$ cat config.mk
export PLATFORM = sky130hd
export DESIGN_NAME = pme_div
export DESIGN_NICKNAME = d
export VERILOG_FILES = /design/src/hw/rtl/pme_pkg.sv /design/src/hw/rtl/pme_div.sv
export SDC_FILE = /design/constraint.sdc
export NUM_CORES = 1
export LEC_CHECK = 0
export ABC_CLOCK_PERIOD_IN_PS = 7950
export BUFFER_PORTS_ARGS = -buffer_cell sky130_fd_sc_hd__clkbuf_2
export CAP_MARGIN = 30
export CORE_MARGIN = 2
export CORE_UTILIZATION = 60
export CTS_CLUSTER_DIAMETER = 50
export DETAILED_ROUTE_END_ITERATION = 7
export PLACE_DENSITY = 0.8
export SLEW_MARGIN = 25
export SYNTH_ARGS = -nofsm -noshare
export SYNTH_HDL_FRONTEND = slang
export SYNTH_SLANG_ARGS = --single-unit
export TNS_END_PERCENT = 100
$ cat constraint.sdc
create_clock -name aclk -period 7.95 [get_ports aclk]
set_input_delay 1.1925 -clock aclk [delete_from_list [all_inputs] [get_ports aclk]]
set_output_delay 1.1925 -clock aclk [all_outputs]
set_load 0.02 [all_outputs]
$ cat src/hw/rtl/pme_pkg.sv
// ----------------------------------------------------------------------------
// pme_pkg
// shared types, opcodes and constants of the pascal stack machine executor
// ----------------------------------------------------------------------------
`default_nettype none

package pme_pkg;

    localparam int WORD_BITS      = 32;
    localparam int PC_BITS        = 10;
    localparam int STACK_DEPTH    = 4096;
    localparam int DISPLAY_LEVELS = 16;
    localparam int OPC_BITS       = 6;

    localparam int IN_DATA_W  = 112;
    localparam int OUT_DATA_W = 48;
    localparam int OUT_USER_W = 3;

    typedef logic [OPC_BITS-1:0]  opc_t;
    typedef logic [WORD_BITS-1:0] word_t;
    typedef logic [PC_BITS-1:0]   pc_t;
    typedef logic [1:0]           status_t;
    typedef logic [3:0]           alu_op_t;

    localparam status_t ST_RUN   = 2'd0;
    localparam status_t ST_HALT  = 2'd1;
    localparam status_t ST_DIVZ  = 2'd2;
    localparam status_t ST_FAULT = 2'd3;

    localparam opc_t OP_INIT    = 6'd0;
    localparam opc_t OP_ADD     = 6'd1;
    localparam opc_t OP_SUB     = 6'd2;
    localparam opc_t OP_MUL     = 6'd3;
    localparam opc_t OP_DIV     = 6'd4;
    localparam opc_t OP_NEG     = 6'd5;
    localparam opc_t OP_AND     = 6'd6;
    localparam opc_t OP_OR      = 6'd7;
    localparam opc_t OP_NOT     = 6'd8;
    localparam opc_t OP_LT      = 6'd9;
    localparam opc_t OP_GT      = 6'd10;
    localparam opc_t OP_EQ      = 6'd11;
    localparam opc_t OP_LE      = 6'd12;
    localparam opc_t OP_GE      = 6'd13;
    localparam opc_t OP_NE      = 6'd14;
    localparam opc_t OP_NOP     = 6'd15;
    localparam opc_t OP_READ    = 6'd16;
    localparam opc_t OP_PRINT   = 6'd17;
    localparam opc_t OP_PUSHC   = 6'd18;
    localparam opc_t OP_ALLOC   = 6'd19;
    localparam opc_t OP_DEALLOC = 6'd20;
    localparam opc_t OP_LOAD    = 6'd21;
    localparam opc_t OP_STORE   = 6'd22;
    localparam opc_t OP_LOADI   = 6'd23;
    localparam opc_t OP_STOREI  = 6'd24;
    localparam opc_t OP_PUSHA   = 6'd25;
    localparam opc_t OP_JUMP    = 6'd26;
    localparam opc_t OP_JMPF    = 6'd27;
    localparam opc_t OP_CALL    = 6'd28;
    localparam opc_t OP_ENTER   = 6'd29;
    localparam opc_t OP_RET     = 6'd30;
    localparam opc_t OP_LABEL   = 6'd31;
    localparam opc_t OP_GOTO    = 6'd32;
    localparam opc_t OP_HALT    = 6'd33;

    localparam alu_op_t ALU_ADD  = 4'd0;
    localparam alu_op_t ALU_SUB  = 4'd1;
    localparam alu_op_t ALU_MUL  = 4'd2;
    localparam alu_op_t ALU_LAND = 4'd3;
    localparam alu_op_t ALU_LOR  = 4'd4;
    localparam alu_op_t ALU_LT   = 4'd5;
    localparam alu_op_t ALU_GT   = 4'd6;
    localparam alu_op_t ALU_EQ   = 4'd7;
    localparam alu_op_t ALU_LE   = 4'd8;
    localparam alu_op_t ALU_GE   = 4'd9;
    localparam alu_op_t ALU_NE   = 4'd10;

endpackage

`default_nettype wire

$ cat src/hw/rtl/pme_div.sv
// ----------------------------------------------------------------------------
// pme_div
// signed divider, one quotient bit per cycle, truncating toward zero
// ----------------------------------------------------------------------------
`default_nettype none

module pme_div (
    input  wire                 aclk,
    input  wire                 aresetn,
    input  wire                 start,
    input  wire pme_pkg::word_t dividend,
    input  wire pme_pkg::word_t divisor,
    output logic                done,
    output pme_pkg::word_t      quotient
);
    import pme_pkg::*;

    localparam int NW = $clog2(WORD_BITS);

    logic [WORD_BITS-1:0] rem_reg;
    logic [WORD_BITS:0]   rem_sh;
    logic [WORD_BITS:0]   diff;
    word_t                q_reg;
    word_t                dvs_reg;
    logic                 neg_reg;
    logic [NW-1:0]        n_reg;
    logic                 busy_reg;
    logic                 done_reg;

    assign rem_sh = {rem_reg, q_reg[WORD_BITS-1]};
    assign diff   = rem_sh - {1'b0, dvs_reg};

    always_ff @(posedge aclk) begin
        if (!aresetn) begin
            busy_reg <= 1'b0;
            done_reg <= 1'b0;
        end else begin
            done_reg <= 1'b0;
            if (start) begin
                busy_reg <= 1'b1;
            end else if (busy_reg && n_reg == '0) begin
                busy_reg <= 1'b0;
                done_reg <= 1'b1;
            end
        end
    end

    always_ff @(posedge aclk) begin
        if (start) begin
            rem_reg <= '0;
            q_reg   <= dividend[WORD_BITS-1] ? (-dividend) : dividend;
            dvs_reg <= divisor[WORD_BITS-1] ? (-divisor) : divisor;
            neg_reg <= dividend[WORD_BITS-1] ^ divisor[WORD_BITS-1];
            n_reg   <= NW'(WORD_BITS - 1);
        end else if (busy_reg) begin
            if (!diff[WORD_BITS]) begin
                rem_reg <= diff[WORD_BITS-1:0];
                q_reg   <= {q_reg[WORD_BITS-2:0], 1'b1};
            end else begin
                rem_reg <= rem_sh[WORD_BITS-1:0];
                q_reg   <= {q_reg[WORD_BITS-2:0], 1'b0};
            end
            n_reg <= n_reg - NW'(1);
        end
    end

    assign done     = done_reg;
    assign quotient = neg_reg ? (-q_reg) : q_reg;

endmodule

`default_nettype wire

Word-level counts from Yosys, hierarchy flattened
Index checks and enable logic that the tools add are counted.
{ "totals": {"regBits": 104, "latch_bits": 0, "mem_bits_rw": 0, "mem_bits_ro": 0, "inputBits": 67, "out_inout_bits": 33, "word_cells": 30, "mem_count": 0} }
{ "classes": {"n_addsub": 5, "mul": 0, "div": 0, "n_lt_le_gt_ge": 0, "eq_ne": 0, "shifts": 0, "n_mux": 10, "bitwise": 2, "n_reduce_logical": 5} }
{ "ops": {"columns": ["operator", "n"], "rows": [
  ["2-to-1 mux 32 bit", 5],
  ["negation 32 bit", 3],
  ["subtractor 33 x 32 -> 33 bit", 1],
  ["2-to-1 mux 31 bit", 1],
  ["zero test 5 bit", 1],
  ["subtractor 5 x 1 -> 5 bit, second input constant", 1],
  ["2-to-1 mux 1 bit", 4],
  ["nonzero test 2 bit", 2],
  ["OR reduction 2 bit", 1],
  ["logical AND 1 bit", 1],
  ["NOT 1 bit", 1],
  ["XOR 1 bit", 1]
]} }

Longest topological paths before layout
Gate-level depths: netlist (run 1).
{ "depth": {"depth_word": 4, "depth_mapped": 13, "ltp_nobuf": 12} }

Worst setup path after synthesis (run 1)
OpenSTA, ideal clock, no wires.
{ "synth_path": {"path_type": "register to output", "startpoint": "register q_reg[0]", "endpoint": "output quotient[22]", "t_arrival_ns": 2.528, "required_ns": 6.758, "path_slack_ns": 4.229, "path_stages_with_launch": 11, "n_path_buf": 0, "cell_sequence": "edfxtp_1 > inv_1 > ha_1 > nand2b_1 > nor2_1 > nand2_1 > or2_2 > or4_1 > or3_1 > o31ai_1 > xnor2_1"} }
{ "synth_via": {"elab_chain_cells": 2} }
{ "synth_lines": {"columns": ["element", "line_no", "rtl"], "rows": [
  ["start: declaration", "pme_div.sv:23", "word_t q_reg;"],
  ["start signal: assignment", "pme_div.sv:51", "q_reg <= dividend[WORD_BITS-1] ? (-dividend) : dividend;"],
  ["start signal: assignment", "pme_div.sv:58", "q_reg <= {q_reg[WORD_BITS-2:0], 1'b1};"],
  ["start signal: assignment", "pme_div.sv:61", "q_reg <= {q_reg[WORD_BITS-2:0], 1'b0};"],
  ["negation 32 bit", "pme_div.sv:68", "assign quotient = neg_reg ? (-q_reg) : q_reg;"],
  ["2-to-1 mux 32 bit", "pme_div.sv:68", null],
  ["end: declaration", "pme_div.sv:14", "output pme_pkg::word_t quotient"]
]} }
No other way between the ends.

Worst setup path after layout (run 1)
Ends and elaborated chain as after synthesis.

==> impl_metrics.ini, run 1 <==
[setup_path]
r2r-end = rem_reg[29]
worstSetupPathType = reg -> out
regToRegStartpoint = q_reg[31]
endpoint_kind = output pin
arrival_ns = 3.16
critPathMaxFanout = 6
start_kind = flop
worstPathRequired_ns = 6.76
cp-startpoint = q_reg[0]
rr_worst_depth = 13
r2r_slack_ns = 4.15

[final_layout]
drive_gt1_share_pct = 14.5
n_antenna_cell = 0
final_area_um2 = 8620
synthToLayoutAreaGrowth_pct = 11.4
final_net_count = 1074

[logic_synthesis]
synth_edf_count = 65
syn_inst = 897
synth_top_area_cell = edfxtp_1
ys_types = 66
ys_seq_elements = 104
synth_area_per_cell_um2 = 8.63
yosys.cell_count.top_type = nand2_1
syn_area_um2 = 7740
ys.flop_type = edfxtp_1
yosys_warnings = 0
syn_nets = 1001
yosys-top-cells-count = nand2_1 (106), nor2_1 (81), xnor2_1 (81), a21oi_1 (67), edfxtp_1 (65)
async_reset_ff_share_pct = 0
yosysSeqAreaShare_pct = 35.3
yosys.area.top_type_share_pct = 25.2
synthTopCellsByArea = edfxtp_1 (25%), dfxtp_1 (10%), xnor2_1 (9.2%)

[job]
cap_violations = 0

[drt]
ant_nets = 0
wirelength_um = 16200
viasPerCell = 5.78
drt-pass1-iter-count = 5
first_iter_violations = 575
via_count = 6629
drc = 0
wl_per_cell_um = 14.1

[timing]
hold_violations = 0
setup_tns_ns = 0
slew_violations = 0
fmax_mhz = 230
fin_worst_skew_ns = 0.00812
max_slew_margin_pct = 40.9
rsz0062_at_grt = false
worst_pin_slew_ns = 0.887
fin_ws_ns = 3.60
post-route-period-util_pct = 54.7
fin_crit_ns = 4.35
setup_viol_count_final = 0

[clock_network]
insertion_delay_ns = 0.36
cts_inserted_buffers = 9
clockRootBuffer = clkbuf_16
clock_sinks = 104
h-tree-depth = 3
cts_hold_buf = 0
cts_tree = done
cts-resized-gates = 0
clk_pin_slew_ns = 0.07
clockBufferDepth = 2
cts_setup_buffers = 0

[global_routing]
grt_remaining_overflow = 0
antenna_found_initial = 0
grt_pass1_wl_um = 27400
grt_usage_pct = 23.7
grt_max_degree = 89
grt_pass1_vias = 5996

[place]
dp_worst_setup_slack_ns = 3.98
dp_hpwl_um = 11900
place_area_um2 = 8350
port_buffers = 99
place_congestion = 0.920

[hold_path]
min_path_cells = 2
hold_end = n_reg[3]
hp-start = n_reg[3]
min-delay-path-class = reg -> reg

[floorplan]
row_count = 41
die_h_um = 118
die_area_um2 = 13800
io_pins = 100
initial_utilization_pct = 61.3
die_w_um = 118
coreArea_um2 = 12600

[run_status]
outcome = finished, final reports clean

[power_and_ir_drop]
ir_worst_vdd_mv = 0.136
power_density_nw_per_um2 = 183
leakage_nw = 3.43
[through the flow]
stage / instances / power (mW) / hold WS (ns) / util [%]
2_1_floorplan: 897 / 1.04 / 0.462 / -
3_3_place_gp: 1130 / 1.16 / 0.474 / 66.0
3_5_place_dp: 1131 / 1.17 / 0.475 / 66.2
4_1_cts: 1146 / 1.58 / 0.498 / 68.3
5_1_grt: 1146 / 1.67 / 0.529 / 68.3
6_report: 1146 / 1.58 / 0.499 / 68.3
[report_power, final]
group          switching [mW]  internal, mW
Sequential             0.0436         0.634
Clock                   0.198         0.219
Combinational           0.285         0.198
[layout by cell type, fill, tap and decap left out, drive strengths merged, types with 6 or more instances in the layout]
master / count
nor2b: 9
xor2: 36
dfxtp: 39
xnor2: 81
inv: 50
nand2b: 25
o41ai: 10
nand4: 7
o211ai: 8
nand3: 8
o31ai: 26
or4: 14
edfxtp: 65
a311oi: 25
ha: 36
o21ai: 50
nor4: 6
or3: 17
nand2: 106
clkbuf: 108
o21bai: 6
buf: 6
a21o: 11
nor3: 15
a21oi: 67
nor2: 81
[kinds of logic after synthesis]
logic type      Yosys count  synth area share [%]
fa+ha+maj                37                  6.08
xor+xnor                117                  13.2
buf+inv                  91                  4.56
simple gates            312                  20.5
mux                       6                 0.808
compound gates          230                  19.5
flops                   104                  35.3
[layout make-up]
type                    instances  area, µm²
fillers                      1057       4000
clock inverters                 5       32.5
multi-input cells             702       4660
well taps                     172        215
flip-flops and latches        104       2730
repair buffers                104        556
inverters                      49        184
clock buffers                  10        239
[worst max-delay path by stage]
stage,to,slack (ns)
2_1_floorplan,quotient[22],4.23
3_3_place_gp,quotient[31],4.01
3_5_place_dp,quotient[22],3.98
4_1_cts,quotient[22],3.58
5_1_grt,quotient[22],3.36
6_report,quotient[22],3.60
[routing by layer]
metal | vias up | GRT usage [%] | part of all wire, %
met3 | 13 | 3.10 | 5.0
met4 | 0 | 7.45 | 1.3
met1 | 3057 | 33.4 | 49
li1 | 3367 | - | -
met5 | - | 0 | 0
met2 | 192 | 38.0 | 45
[worst max-delay path: stages (launching register included)]
cell	delay, ns
edfxtp_1	0.45
inv_1	0.09
ha_1	0.16
nand2b_1	0.07
nor2_1	0.09
nand2_1	0.07
or2_2	0.31
or4_1	0.59
or3_1	0.40
o31ai_1	0.24
xnor2_1	0.15
clkbuf_2	0.18
No activity file was read; power rests on OpenSTA's default activity.
==> run 2, diff against run 1 <==
Settings changed: ABC_AREA from default to 1, ABC_CLOCK_PERIOD_IN_PS 7950 to 4150, PLACE_DENSITY 0.8 to 0.79.
Clock period 7.95 ns to 4.15 ns, I/O delays scaled along.
==> run 2 against run 1 <==
- hold slack got worse by 0.031 ns
- clock skew increased by 0.0056 ns
- sequential cell count is the same
- critical endpoint is now quotient[30]
- largest cell class unchanged
==> impl_metrics.ini, run 2 <==
[logic_synthesis]
yosysSeqAreaShare_pct = 30.2
async_reset_ff_share_pct = 0
yosys.area.top_type_share_pct = 21.6
yosys-top-cells-count = nand2_1 (497), inv_1 (284), nor2_1 (123), nand3_1 (98), o21ai_0 (72)
synthTopCellsByArea = edfxtp_1 (22%), nand2_1 (21%), inv_1 (12%)
ys_seq_elements = 104
syn_nets = 1549
synth_top_area_cell = edfxtp_1
syn_inst = 1445
syn_area_um2 = 9050
ys.flop_type = edfxtp_1
synth_edf_count = 65
yosys_warnings = 0
yosys.cell_count.top_type = nand2_1
ys_types = 38
synth_area_per_cell_um2 = 6.26

[timing]
fin_crit_ns = 3.46
fmax_mhz = 289
slew_violations = 0
setup_viol_count_final = 0
worst_pin_slew_ns = 0.801
max_slew_margin_pct = 46.6
rsz0062_at_grt = false
fin_worst_skew_ns = 0.0138
hold_violations = 0
post-route-period-util_pct = 83.4
setup_tns_ns = 0

[power_and_ir_drop]
p_int_mw = 1.92
leakage_nw = 5.40
power_mw = 2.90
ir_worst_vdd_mv = 0.299
power_frac_seq_pct = 42.6
switchingPower_uw = 979
p_sw_share_pct = 33.7
power_density_nw_per_um2 = 290
pwr-share-clk_pct = 31.7
share_comb_of_total_power_pct = 25.8

[clock_network]
cts_hold_buf = 0
cts_setup_buffers = 0
cts_inserted_buffers = 9
clockBufferDepth = 2
clock_sinks = 104
cts-resized-gates = 0
insertion_delay_ns = 0.37
clockRootBuffer = clkbuf_16
cts_tree = done
clk_pin_slew_ns = 0.08
h-tree-depth = 3

[setup_path]
endpoint_kind = output pin
arrival_ns = 2.84
critPathSlowestCell = o21ai_0
r2r_slack_ns = 1.41
slowest_delay_ns = 0.44
start_kind = flop
worstSetupPathType = reg -> out
cp_cell_sequence = inv_1 > ha_1 > nand3_1 > nor3_1 > nand2_1 > inv_1 > nand2_1 > o21ai_0 > o21ai_0 > xor2_1 > clkbuf_2
critPathMaxFanout = 3
worstPathRequired_ns = 3.53

[final_layout]
drive_gt1_share_pct = 9.34
final_area_um2 = 10000
final_common_cell = nand2_1
synthToLayoutAreaGrowth_pct = 10.7
final_net_count = 1640
final_cell_mix = nand2_1 (497), inv_1 (284), nor2_1 (121)

[global_routing]
use_met3_pct = 5.40
antenna_found_initial = 1
grt_remaining_overflow = 0
grt_usage_pct = 28.7
met2_usage_pct = 43.9
grt_pass1_wl_um = 37500
met1_usage_pct = 42.1
grt_pass1_vias = 8023
grt_max_degree = 38
busiest_layer = met2

[run_status]
outcome = finished, final reports clean

[place]
place_congestion = 0.972
place_area_um2 = 9690
dp_hpwl_um = 17300
port_buffers = 99

[floorplan]
die_area_um2 = 16100
initial_utilization_pct = 61.8
row_count = 44
io_pins = 100
die_h_um = 127
die_w_um = 127
coreArea_um2 = 14600

[drt]
wl_per_cell_um = 12.9
viasPerCell = 5.14
drc = 0
drt-pass1-iter-count = 5
first_iter_violations = 807
wirelength_um = 22300
ant_nets = 0
via_count = 8871

[hold_path]
min-delay-path-class = reg -> reg

[job]
cap_violations = 0
==> run 2: cells by family (layout without fill, tap and decap cells) <==
group           after synthesis  count (layout)  synth area share [%]
compound gates              112             112                  6.49
xor+xnor                     90              90                  8.71
fa+ha+maj                    37              37                  5.20
buf+inv                     317             413                  13.6
flops                       104             104                  30.2
other cells                   0               1                     0
simple gates                785             785                  35.8
==> run 2: path summary, 6_finish.rpt <==
path	end	startpoint	depth (start not counted)
setup / recovery	quotient[30]	q_reg[1]	11
hold / removal	n_reg[4]	n_reg[4]	2
hold reg to reg	n_reg[4]	n_reg[4]	2
setup reg to reg	rem_reg[3]	q_reg[31]	17
==> run 2: layout make-up <==
| cell class | instances | area (µm²) |
|---|---|---|
| multi-input combinational | 1024 | 5090 |
| fill | 1370 | 4630 |
| sequential | 104 | 2730 |
| inverter | 290 | 1090 |
| timing repair buffer | 107 | 556 |
| tap | 184 | 230 |
| clock buffer | 9 | 225 |
| clock inverter | 7 | 95.1 |
| antenna | 1 | 2.50 |
==> run 2: power groups by stage <==
stage	registers, mW	clock network [mW]	logic [mW]
2_1_floorplan	1.25	0	0.503
3_3_place_gp	1.25	0	0.729
3_5_place_dp	1.26	0	0.737
4_1_cts	1.24	0.933	0.742
5_1_grt	1.25	0.974	0.831
6_report	1.24	0.920	0.748
==> run 2: metal layers <==
| layer | routed length (µm) | part of all wire, % |
|---|---|---|
| met5 | 0 | 0 |
| met4 | 339 | 1.5 |
| met3 | 1840 | 8.3 |
| met2 | 9400 | 42 |
| met1 | 10700 | 48 |
==> run 2: metrics by stage <==
step	std cells	util [%]	hold WS, ns	setup WS (ns)
final	1726	68.4	0.468	0.690
after global routing	1725	68.4	0.488	0.315
after CTS	1725	68.4	0.465	0.719
after detailed placement	1709	66.2	0.447	1.12
after global placement	1709	66.2	0.440	1.21
after floorplan	1445	-	0.434	1.60
==> run 2: critical path, delay by kind of cell (launching register included) <==
family	cells	cell delay, ns
flip-flops	1	0.39
adder cells (fa/ha/maj)	1	0.19
buffers and inverters	3	0.42
AND/OR/NAND/NOR	4	0.65
XOR/XNOR	1	0.17
AO/OA/AOI/OAI	2	0.65
