**config.mk**
```make
export PLATFORM = sky130hd
export DESIGN_NAME = pme_alu
export DESIGN_NICKNAME = d
export VERILOG_FILES = /design/src/hw/rtl/pme_pkg.sv /design/src/hw/rtl/pme_alu.sv
export SDC_FILE = /design/constraint.sdc
export NUM_CORES = 1
export LEC_CHECK = 0
export BUFFER_PORTS_ARGS = -buffer_cell sky130_fd_sc_hd__buf_2
export CAP_MARGIN = 40
export CORE_MARGIN = 8
export CORE_UTILIZATION = 55
export DETAILED_ROUTE_END_ITERATION = 16
export PLACE_DENSITY_LB_ADDON = 0.2
export SLEW_MARGIN = 20
export SYNTH_ARGS = -nofsm -noshare
export SYNTH_HDL_FRONTEND = slang
export SYNTH_SLANG_ARGS = --single-unit
```
**constraint.sdc**
```tcl
create_clock -name vclk -period 6.57
set_clock_uncertainty 0.15 [all_clocks]
set_input_delay 0.3285 -clock vclk [all_inputs]
set_output_delay 0.3285 -clock vclk [all_outputs]
set_load 0.02 [all_outputs]
```
**src/hw/rtl/pme_pkg.sv**
```systemverilog
// ----------------------------------------------------------------------------
// pme_pkg
// shared types, opcodes and constants of the pascal stack machine executor
// ----------------------------------------------------------------------------
`default_nettype none

package pme_pkg;

    localparam int WORD_BITS      = 32;
    localparam int PC_BITS        = 10;
    localparam int STACK_DEPTH    = 4096;
    localparam int DISPLAY_LEVELS = 16;
    localparam int OPC_BITS       = 6;

    localparam int IN_DATA_W  = 112;
    localparam int OUT_DATA_W = 48;
    localparam int OUT_USER_W = 3;

    typedef logic [OPC_BITS-1:0]  opc_t;
    typedef logic [WORD_BITS-1:0] word_t;
    typedef logic [PC_BITS-1:0]   pc_t;
    typedef logic [1:0]           status_t;
    typedef logic [3:0]           alu_op_t;

    localparam status_t ST_RUN   = 2'd0;
    localparam status_t ST_HALT  = 2'd1;
    localparam status_t ST_DIVZ  = 2'd2;
    localparam status_t ST_FAULT = 2'd3;

    localparam opc_t OP_INIT    = 6'd0;
    localparam opc_t OP_ADD     = 6'd1;
    localparam opc_t OP_SUB     = 6'd2;
    localparam opc_t OP_MUL     = 6'd3;
    localparam opc_t OP_DIV     = 6'd4;
    localparam opc_t OP_NEG     = 6'd5;
    localparam opc_t OP_AND     = 6'd6;
    localparam opc_t OP_OR      = 6'd7;
    localparam opc_t OP_NOT     = 6'd8;
    localparam opc_t OP_LT      = 6'd9;
    localparam opc_t OP_GT      = 6'd10;
    localparam opc_t OP_EQ      = 6'd11;
    localparam opc_t OP_LE      = 6'd12;
    localparam opc_t OP_GE      = 6'd13;
    localparam opc_t OP_NE      = 6'd14;
    localparam opc_t OP_NOP     = 6'd15;
    localparam opc_t OP_READ    = 6'd16;
    localparam opc_t OP_PRINT   = 6'd17;
    localparam opc_t OP_PUSHC   = 6'd18;
    localparam opc_t OP_ALLOC   = 6'd19;
    localparam opc_t OP_DEALLOC = 6'd20;
    localparam opc_t OP_LOAD    = 6'd21;
    localparam opc_t OP_STORE   = 6'd22;
    localparam opc_t OP_LOADI   = 6'd23;
    localparam opc_t OP_STOREI  = 6'd24;
    localparam opc_t OP_PUSHA   = 6'd25;
    localparam opc_t OP_JUMP    = 6'd26;
    localparam opc_t OP_JMPF    = 6'd27;
    localparam opc_t OP_CALL    = 6'd28;
    localparam opc_t OP_ENTER   = 6'd29;
    localparam opc_t OP_RET     = 6'd30;
    localparam opc_t OP_LABEL   = 6'd31;
    localparam opc_t OP_GOTO    = 6'd32;
    localparam opc_t OP_HALT    = 6'd33;

    localparam alu_op_t ALU_ADD  = 4'd0;
    localparam alu_op_t ALU_SUB  = 4'd1;
    localparam alu_op_t ALU_MUL  = 4'd2;
    localparam alu_op_t ALU_LAND = 4'd3;
    localparam alu_op_t ALU_LOR  = 4'd4;
    localparam alu_op_t ALU_LT   = 4'd5;
    localparam alu_op_t ALU_GT   = 4'd6;
    localparam alu_op_t ALU_EQ   = 4'd7;
    localparam alu_op_t ALU_LE   = 4'd8;
    localparam alu_op_t ALU_GE   = 4'd9;
    localparam alu_op_t ALU_NE   = 4'd10;

endpackage

`default_nettype wire

```
**src/hw/rtl/pme_alu.sv**
```systemverilog
// ----------------------------------------------------------------------------
// pme_alu
// shared word unit: add, subtract, multiply, logic and signed compares
// ----------------------------------------------------------------------------
`default_nettype none

module pme_alu (
    input  wire pme_pkg::alu_op_t op,
    input  wire pme_pkg::word_t   x,
    input  wire pme_pkg::word_t   y,
    output pme_pkg::word_t        res
);
    import pme_pkg::*;

    logic lt;
    logic eq;

    assign lt = $signed(x) < $signed(y);
    assign eq = x == y;

    always_comb begin
        unique case (op)
            ALU_ADD:  res = x + y;
            ALU_SUB:  res = x - y;
            ALU_MUL:  res = x * y;
            ALU_LAND: res = WORD_BITS'((x != '0) && (y != '0));
            ALU_LOR:  res = WORD_BITS'((x != '0) || (y != '0));
            ALU_LT:   res = WORD_BITS'(lt);
            ALU_GT:   res = WORD_BITS'(!lt && !eq);
            ALU_EQ:   res = WORD_BITS'(eq);
            ALU_LE:   res = WORD_BITS'(lt || eq);
            ALU_GE:   res = WORD_BITS'(!lt);
            ALU_NE:   res = WORD_BITS'(!eq);
            default:  res = x + y;
        endcase
    end

endmodule

`default_nettype wire

```
; ---- Yosys cells after proc, flatten, opt, wreduce, memory -nomap -nowiden
; Cells that the tools add are included.
[totals]
regBits = 0
inputBits = 68
output_inout_bits = 32
elab_cells = 24
[classes]
n_addsub = 2
n_mul = 1
n_lt_le_gt_ge = 1
eq_ne = 11
mux = 1
reduce_logical = 8
[op_table]
columns = operator, count
row1 = $pmux W32 S10, 1
row2 = $reduce_bool A32 Y1, 2
row3 = $add A32 B32 Y32, 1
row4 = $eq A32 B32 Y1, 1
row5 = $lt A32 B32 Y1, 1
row6 = $mul A32 B32 Y32, 1
row7 = $sub A32 B32 Y32, 1
row8 = $eq A4 B3 Y1 const B, 4
row9 = $eq A4 B4 Y1 const B, 3
row10 = $eq A4 B2 Y1 const B, 2
row11 = $eq A4 B1 Y1 const B, 1
row12 = $logic_and A1 B1 Y1, 2
row13 = $logic_not A1 Y1, 2
row14 = $logic_or A1 B1 Y1, 2

; ---- Depth between registers and ports, before layout
; Gate-level depths: netlist (run 1).
[logic_depth]
word_depth = 4
mapped_depth = 28
depth_no_buf = 26

; ---- Worst setup path after synthesis (run 1)
; Ideal clock, no wire load.
[synth_path]
path_kind = input-to-output
startpoint = input port x[12]
endpoint = output port res[31]
arrival_ns = 6.904
required_time_ns = 6.091
slack_ns = -0.812
cell_stages = 26
n_path_buf = 2
cell_sequence = clkbuf_1 -> clkbuf_1 -> and2_1 -> fa_1 -> fa_1 -> fa_1 -> inv_1 -> fa_1 -> inv_1 -> fa_1 -> inv_1 -> fa_1 -> inv_1 -> fa_1 -> fa_1 -> ha_1 -> a211oi_1 -> o21bai_1 -> o31ai_1 -> o2bb2ai_1 -> o311ai_1 -> a41oi_1 -> o21ai_1 -> xnor2_1 -> nand2_1 -> o2111ai_1
[synth_between]
elab_chain_cells = 2
word_cells_on_any_way = 4
classes_between = add/sub: 2 / mul: 1 / mux: 1
[synth_lines]
columns = element, line
row1 = start: declaration, pme_alu.sv:9  ; input wire pme_pkg::word_t x,
row2 = "$mul A32 B32 Y32, or another cell as far along", pme_alu.sv:25  ; ALU_MUL: res = x * y;
row3 = $pmux W32 S10 (*), pme_alu.sv:22  ; unique case (op)
row4 = end: declaration, pme_alu.sv:11  ; output pme_pkg::word_t res
; Mark *: on every way between the ends. The rest lies on a longest branch, timed or not.

; ---- Final worst setup path (run 1)
; Ends and elaborated chain as after synthesis.

==> results of run 1 <==
[Yosys cell counts, drive strengths merged (8+ instances only)]
library cell | count | share of area (%)
a211oi | 10 | 0.39
a21o | 26 | 1.0
a21oi | 68 | 1.8
a221oi | 22 | 0.99
a31oi | 8 | 0.26
and2 | 260 | 8.4
clkbuf | 122 | 2.4
fa | 410 | 42
ha | 186 | 12
inv | 448 | 8.6
nand2 | 247 | 4.8
nand2b | 17 | 0.55
nand3 | 16 | 0.41
nand4 | 10 | 0.32
nor2 | 113 | 2.2
nor2b | 10 | 0.32
nor3 | 19 | 0.49
nor4 | 29 | 0.93
o21a | 16 | 0.62
o21ai | 45 | 1.2
o21bai | 17 | 0.66
o221a | 9 | 0.52
o22ai | 37 | 1.2
o31a | 8 | 0.36
o31ai | 9 | 0.37
xnor2 | 66 | 3.0
xor2 | 20 | 0.90
[final cells by class]
class	count	area share (%)
Multi-Input combinational cell	1751	76.2
Timing Repair Buffer	418	14.5
Inverter	449	6.90
Tap cell	461	2.36
[cells by family after synthesis]
group	Yosys count	synth area share, %
muxes	3	0.167
buffers and inverters	574	11.1
AOI/OAI and AO/OA	319	11.5
adders and majority gates	596	54.1
xor gates and xnor gates	86	3.87
and+or+nand+nor	747	19.2
[routing by layer]
layer  routed length [um]  vias up  track usage (%)
met4                 6050        0             22.7
met5                    0        -                0
li1                     -     7861                -
met2                34800      960             58.3
met3                 5250      300             3.98
met1                26200     9135             41.2
[critical path, delay by kind of cell]
| kind | cells | cell delay, ns |
|---|---|---|
| buffers and inverters | 7 | 0.60 |
| adders and majority gates | 9 | 4.25 |
| xor gates and xnor gates | 1 | 0.20 |
| AOI/OAI and AO/OA | 8 | 1.32 |
| and+or+nand+nor | 2 | 0.23 |
[worst max path at each step]
stage	from	to	slack, ns	cells after the start
5_1_grt	y[3]	res[28]	-1.01	26
3_3_place_gp	x[9]	res[31]	-1.28	28
6_report	x[12]	res[31]	-0.86	27
4_1_cts	y[4]	res[30]	-0.86	28
3_5_place_dp	y[4]	res[31]	-1.31	29
2_1_floorplan	y[2]	res[31]	-0.49	26
[through the flow]
stage	TNS, ns	instances
after floorplan	-2.47	2325
after global placement	-16.14	3042
after detailed placement	-18.92	3043
after CTS	-11.38	3066
after global routing	-15.09	3079
final	-12.08	3079
[repair_timing]
action                                 4_1_cts  5_1_grt
pin swaps                                  147      117
endpoints found under the hold margin        0        0
gates cloned                                 0        1
resized for setup                          268      104
setup buffers                               30       14
setup endpoints to repair                   22       22
[layout by cell type (no fill, tap or decap), drive strengths merged, types with 10 or more instances in the layout]
master	instances
nand4	10
nand2	247
nor2	113
o21a	16
xnor2	66
xor2	20
nor2b	10
o21ai	45
nand2b	17
nor4	29
a221oi	22
ha	186
and2	260
fa	410
nand3	16
a21oi	68
o21bai	17
nor3	19
a21o	26
buf	415
a211oi	10
inv	448
o22ai	37
==> impl_metrics.py, run 1 <==
metrics = {
    "finish": {
        "multi_input_area_um2": 18600,
        "postLayoutCoreUtil_pct": 69.3,
        "design.seq.count": 0,
        "regArea_um2": 0,
        "fin_area_um2": 24400,
        "num_antenna_cells": 0,
        "fill_cells": 2784,
        "area_growth_pct": 25.5,
        "drive_gt1_share_pct": 23.9,
        "nClkBuffers": 0,
        "nets": 3284,
    },
    "sta": {
        "min_period_over_period_pct": 113,
        "worst_slack_ns": -0.856,
        "setup_viol": 22,
        "rsz0062_at_grt": "yes",
        "drv_slew": 0,
        "max-slew-margin-rel_pct": 31.4,
        "tightestPinTransition_ns": 1.03,
        "max_clock_freq_mhz": 135,
        "hold_viol": 0,
        "hold_slack_ns": 1.06,
        "min_period_ns": 7.43,
    },
    "grt": {
        "grt_max_degree": 33,
        "grt_pass1_vias": 19700,
        "grt_pass1_wl_um": 111000,
        "antenna_found_initial": 0,
        "grt_overflow": 0,
        "grt_usage_pct": 34.5,
    },
    "setup_path": {
        "cpMostUsedCell": "fa_1",
        "path_class": "in -> out",
        "cp.required_ns": 6.09,
        "worstPathMaxFanout": 8,
        "startpoint_type": "primary input",
        "critPathSlowestCell": "fa_1",
        "worst_ep_arrival_time_ns": 6.95,
        "cpPeakStageDelay_ns": 0.59,
        "critPathCaptureType": "output port",
    },
    "hold_path": {
        "worstHoldEndpoint": "res[0]",
        "hp-start": "op[1]",
        "worst_hold_path_type": "in -> out",
        "whs_path_depth": 5,
    },
    "floorplan": {
        "ios": 100,
        "num_rows": 69,
        "start_util_pct": 55.3,
        "die-area_um2": 41700,
        "core_um2": 35200,
        "fp.dieH_um": 204,
        "fp.dieW_um": 204,
    },
    "yosys": {
        "yosysWarningCount": 0,
        "synth.avg_cell_area_um2": 8.37,
        "synth_fp_nets": 2989,
        "synth_cells": 2325,
        "ys_seq_area_share_pct": 0,
        "syn_area_um2": 19500,
        "synth_cell_types": 67,
    },
    "detailed_routing": {
        "num_vias": 18300,
        "drtIter0Drc": 1543,
        "first_pass_iters": 8,
        "vias_per_cell": 5.93,
        "wl_um": 72300,
        "wl_per_cell_um": 23.5,
        "post-route-drc-count": 0,
        "drtAntennaViolNets": 0,
    },
    "outcome": {
        "status": "complete, but fails checks",
        "violations": "setup timing",
    },
    "place": {
        "portBuffers": 100,
        "gp_congestion": 1.00,
        "dp_hpwl_um": 59600,
        "pre_cts_ws_ns": -1.31,
        "placed_area_um2": 22500,
    },
    "cts": {
        "cts_hold_buf": 0,
    },
    "run": {
        "maxCapViolations": 0,
    },
}
Power of run 1 is left out: the tool's default activity adds up to more than one toggle a clock period on the data nets, which glitch-free logic cannot reach.
==> run 2: changes to the inputs <==
--- a/config.mk
+++ b/config.mk
@@ -5,12 +5,13 @@
 export SDC_FILE = /design/constraint.sdc
 export NUM_CORES = 1
 export LEC_CHECK = 0
-export BUFFER_PORTS_ARGS = -buffer_cell sky130_fd_sc_hd__buf_2
 export CAP_MARGIN = 40
-export CORE_MARGIN = 8
+export CORE_MARGIN = 2
 export CORE_UTILIZATION = 55
 export DETAILED_ROUTE_END_ITERATION = 16
+export DONT_BUFFER_PORTS = 1
 export PLACE_DENSITY_LB_ADDON = 0.2
+export SETUP_SLACK_MARGIN = 0.5
 export SLEW_MARGIN = 20
 export SYNTH_ARGS = -nofsm -noshare
 export SYNTH_HDL_FRONTEND = slang
==> impl_metrics.py, run 2 (synthesized netlist as in run 1, its figures left out) <==
metrics = {
    "finish": {
        "drive_gt1_share_pct": 11.2,
        "regArea_um2": 0,
        "multi_input_area_um2": 18100,
        "final_common_cell": "inv_1",
        "design.seq.count": 0,
        "nets": 3001,
        "mostFrequentLayoutCells": "inv_1 (440), fa_1 (403), and2_1 (255), nand2_1 (244), ha_1 (176)",
        "fill_cells": 3108,
        "area_growth_pct": 10.1,
        "nClkBuffers": 0,
    },
    "floorplan": {
        "fp.dieH_um": 192,
        "die-area_um2": 36900,
        "fp.dieW_um": 192,
        "ios": 100,
        "start_util_pct": 56.1,
        "num_rows": 68,
        "core_um2": 34700,
    },
    "detailed_routing": {
        "drtIter0Drc": 1281,
        "drtAntennaViolNets": 0,
        "wl_um": 68100,
        "wl_per_cell_um": 24.4,
        "num_vias": 17000,
        "first_pass_iters": 8,
        "vias_per_cell": 6.08,
        "post-route-drc-count": 0,
    },
    "cts": {
        "cts_hold_buf": 0,
    },
    "place": {
        "pre_cts_ws_ns": -0.844,
        "dp_hpwl_um": 50700,
        "portBuffers": 0,
        "gp_congestion": 0.944,
    },
    "hold_path": {
        "hp-start": "op[1]",
        "worst_hold_path_type": "in -> out",
        "worstHoldEndpoint": "res[0]",
        "whs_path_depth": 3,
    },
    "setup_path": {
        "worstPathMaxFanout": 30,
        "critPathCaptureType": "output port",
        "worst_ep_arrival_time_ns": 6.77,
        "cp.required_ns": 6.09,
        "path_class": "in -> out",
        "startpoint_type": "primary input",
    },
    "grt": {
        "grt_usage_pct": 37.9,
        "grt_overflow": 0,
        "grt_max_degree": 35,
        "grt_pass1_wl_um": 104000,
        "antenna_found_initial": 0,
        "grt_pass1_vias": 18100,
    },
    "sta": {
        "rsz0062_at_grt": "yes",
        "drv_slew": 0,
        "tightestPinTransition_ns": 0.598,
        "setup_tns_ns": -6.29,
        "setup_viol": 15,
        "max-slew-margin-rel_pct": 60.7,
        "hold_viol": 0,
        "min_period_ns": 7.25,
        "min_period_over_period_pct": 110,
        "max_clock_freq_mhz": 138,
        "worst_slack_ns": -0.681,
    },
    "outcome": {
        "status": "complete, but fails checks",
        "violations": "setup timing",
    },
    "run": {
        "maxCapViolations": 0,
    },
}
[run 2: cell types whose count changed in the layout (fill, tap and decap cells not counted), sizes merged]
cell    change
buf       -280
clkbuf      -3
diode       +1
[run 2: timing repair]
action / in CTS / in global routing
setup endpoints to repair: 22 / 22
gates resized for setup: 83 / 33
pin swaps: 78 / 33
endpoints found under the hold margin: 0 / 0
buffers inserted: 7 / 5
[run 2: through the flow]
stage                     hold slack, ns  std cells  instance area (um^2)  util (%)
after floorplan                    0.784       2325                 19800         -
after global placement             0.831       2778                 20700      59.8
after detailed placement           0.844       2778                 20700      59.8
after CTS                          0.841       2785                 21200      61.1
after global routing               0.864       2790                 21400      61.7
final                              0.838       2791                 21400      61.7
[run 2: how the worst max path moves through the flow]
stage	slack (ns)	to	start
final	-0.68	res[31]	y[3]
after global routing	-0.89	res[29]	x[16]
after CTS	-0.70	res[23]	y[6]
after detailed placement	-0.84	res[23]	y[5]
after global placement	-0.82	res[23]	y[5]
after floorplan	-0.49	res[31]	y[2]
[run 2: critical path, stage by stage]
cell       delay [ns]
and2_1           0.17
fa_1             0.50
inv_1            0.05
fa_1             0.46
fa_1             0.52
fa_1             0.51
inv_2            0.04
fa_1             0.55
inv_2            0.05
fa_1             0.51
inv_1            0.05
fa_1             0.46
fa_1             0.56
ha_4             0.22
a211oi_2         0.21
o21bai_1         0.12
o31ai_1          0.23
o2bb2ai_1        0.18
o311ai_2         0.14
buf_4            0.18
a41oi_4          0.21
o21ai_2          0.08
xnor2_1          0.14
nand2_1          0.11
o2111ai_4        0.16
[run 2: metal layers]
metal,GRT usage (%),vias up,share of wire (%)
met3,6.54,221,9.1
met5,0,-,0
li1,-,7278,-
met1,47.0,8578,37
met2,64.3,881,48
met4,17.6,0,6.0
[run 2: final cells by class]
cell class	instances	share of cell area (%)
multi-input combinational	1751	84.3
inverter	449	7.86
timing repair buffer	135	5.15
tap	455	2.66
antenna	1	0.0117
Power of run 2 is left out for the same reason.
==> run 3: changes to the inputs <==
--- a/config.mk
+++ b/config.mk
@@ -5,6 +5,7 @@
 export SDC_FILE = /design/constraint.sdc
 export NUM_CORES = 1
 export LEC_CHECK = 0
+export ABC_AREA = 1
 export CAP_MARGIN = 40
 export CORE_MARGIN = 2
 export CORE_UTILIZATION = 55
==> impl_metrics.py, run 3 <==
metrics = {
    "outcome": {
        "status": "complete, but fails checks",
        "violations": "setup timing",
    },
    "setup_path": {
        "worstPathMaxFanout": 28,
        "path_class": "in -> out",
        "startpoint_type": "primary input",
        "critPathCaptureType": "output port",
        "critPathSlowestCell": "fa_2",
        "cpMostUsedCell": "fa_1",
        "cp.required_ns": 6.09,
        "worst_ep_arrival_time_ns": 6.28,
        "cpPeakStageDelay_ns": 0.57,
    },
    "detailed_routing": {
        "wl_um": 78600,
        "num_vias": 20200,
        "wl_per_cell_um": 21.7,
        "met2_length_um": 37300,
        "vias_per_cell": 5.57,
        "top_layer": "met4",
        "met1_length_um": 29900,
        "first_pass_iters": 5,
        "post-route-drc-count": 0,
        "drtIter0Drc": 1861,
        "drtAntennaViolNets": 0,
        "wl_met3_um": 7830,
    },
    "finish": {
        "fill_cells": 3506,
        "area_growth_pct": 10.1,
        "final_common_cell": "inv_1",
        "num_antenna_cells": 0,
        "nets": 3776,
        "nClkBuffers": 0,
        "design.seq.count": 0,
        "regArea_um2": 0,
        "drive_gt1_share_pct": 11.4,
        "mostFrequentLayoutCells": "inv_1 (866), nand2_1 (795), fa_1 (380), ha_1 (153), a21oi_1 (119)",
    },
    "floorplan": {
        "die-area_um2": 40500,
        "ios": 100,
        "fp.dieW_um": 201,
        "start_util_pct": 55.6,
        "core_um2": 38500,
        "num_rows": 72,
        "fp.dieH_um": 201,
    },
    "sta": {
        "max-slew-margin-rel_pct": 43.6,
        "tightestPinTransition_ns": 0.862,
        "setup_viol": 12,
        "min_period_over_period_pct": 103,
        "hold_slack_ns": 0.903,
        "max_clock_freq_mhz": 148,
        "hold_viol": 0,
        "drv_slew": 0,
        "min_period_ns": 6.76,
        "worst_slack_ns": -0.190,
        "rsz0062_at_grt": "yes",
    },
    "yosys": {
        "yosysWarningCount": 0,
        "synth_top_area_share_pct": 38.4,
        "synth.area.top_cells": "fa_1 (38%), inv_1 (16%), nand2_1 (15%)",
        "synth_cell_types": 58,
        "yosys-top-cells-count": "inv_1 (894), nand2_1 (826), fa_1 (410), ha_1 (186), a21oi_1 (138)",
        "synth_cells": 3132,
        "synth_fp_nets": 3796,
        "ys_seq_area_share_pct": 0,
        "synth_top_cell_by_area": "fa_1",
        "yosysMostFrequentCell": "inv_1",
        "syn_area_um2": 21400,
        "synth.avg_cell_area_um2": 6.83,
    },
    "grt": {
        "grt_pass1_wl_um": 122000,
        "antenna_found_initial": 0,
        "grt_max_degree": 36,
        "grt_pass1_vias": 21600,
        "grt_overflow": 0,
        "grt_usage_pct": 39.6,
    },
    "hold_path": {
        "worst_hold_path_type": "in -> out",
        "whs_path_depth": 7,
    },
    "place": {
        "portBuffers": 0,
        "dp_hpwl_um": 62600,
        "gp_congestion": 0.994,
    },
    "cts": {
        "cts_hold_buf": 0,
    },
    "run": {
        "maxCapViolations": 0,
    },
}
[run 3: critical path, delay by kind of cell]
kind | cells | cell delay (ns)
adders and majority gates | 9 | 4.28
and+or+nand+nor | 7 | 0.87
buffers and inverters | 6 | 0.42
AOI/OAI and AO/OA | 3 | 0.35
[run 3: final cells by class]
cell class | count | area, um^2 | area share, %
inverters | 899 | 3380 | 14.4
well taps | 518 | 648 | 2.75
multi-input cells | 2097 | 18600 | 78.9
repair buffers | 114 | 935 | 3.97
[run 3: timing repair]
action,CTS,global route
gates resized for setup,155,83
pin swaps,94,90
setup buffers,12,13
endpoints found under the setup margin,21,22
[run 3: worst paths after layout]
check,startpoint,endpoint
setup / recovery,y[6],res[22]
hold / removal,op[2],res[0]
[run 3: per-layer routing]
metal	track usage, %	up-vias
met4	15.8	0
met1	50.1	9915
met5	0	-
met3	7.19	190
met2	67.3	982
li1	-	9134
[run 3: cells by family (layout without fill, tap and decap cells)]
| logic type | count (synthesis) | in the layout | share of synthesized area [%] |
|---|---|---|---|
| and+or+nand+nor | 1148 | 1148 | 21.9 |
| buffers and inverters | 1035 | 1013 | 18.6 |
| adders and majority gates | 596 | 596 | 49.3 |
| AOI/OAI and AO/OA | 325 | 325 | 9.06 |
| xor gates and xnor gates | 28 | 28 | 1.15 |
[run 3: through the flow]
stage / worst slack (ns) / util [%] / instance area, um^2 / TNS (ns) / std cells
global placement: -0.237 / 58.3 / 22400 / -1.56 / 3603
finish: -0.190 / 61.2 / 23500 / -1.40 / 3628
global route: -0.436 / 61.2 / 23500 / -4.05 / 3628
CTS: -0.167 / 60.2 / 23200 / -0.520 / 3615
detailed placement: -0.353 / 58.3 / 22400 / -2.22 / 3603
floorplan: -0.0140 / - / 22100 / -0.0140 / 3132
Power of run 3 is left out for the same reason.
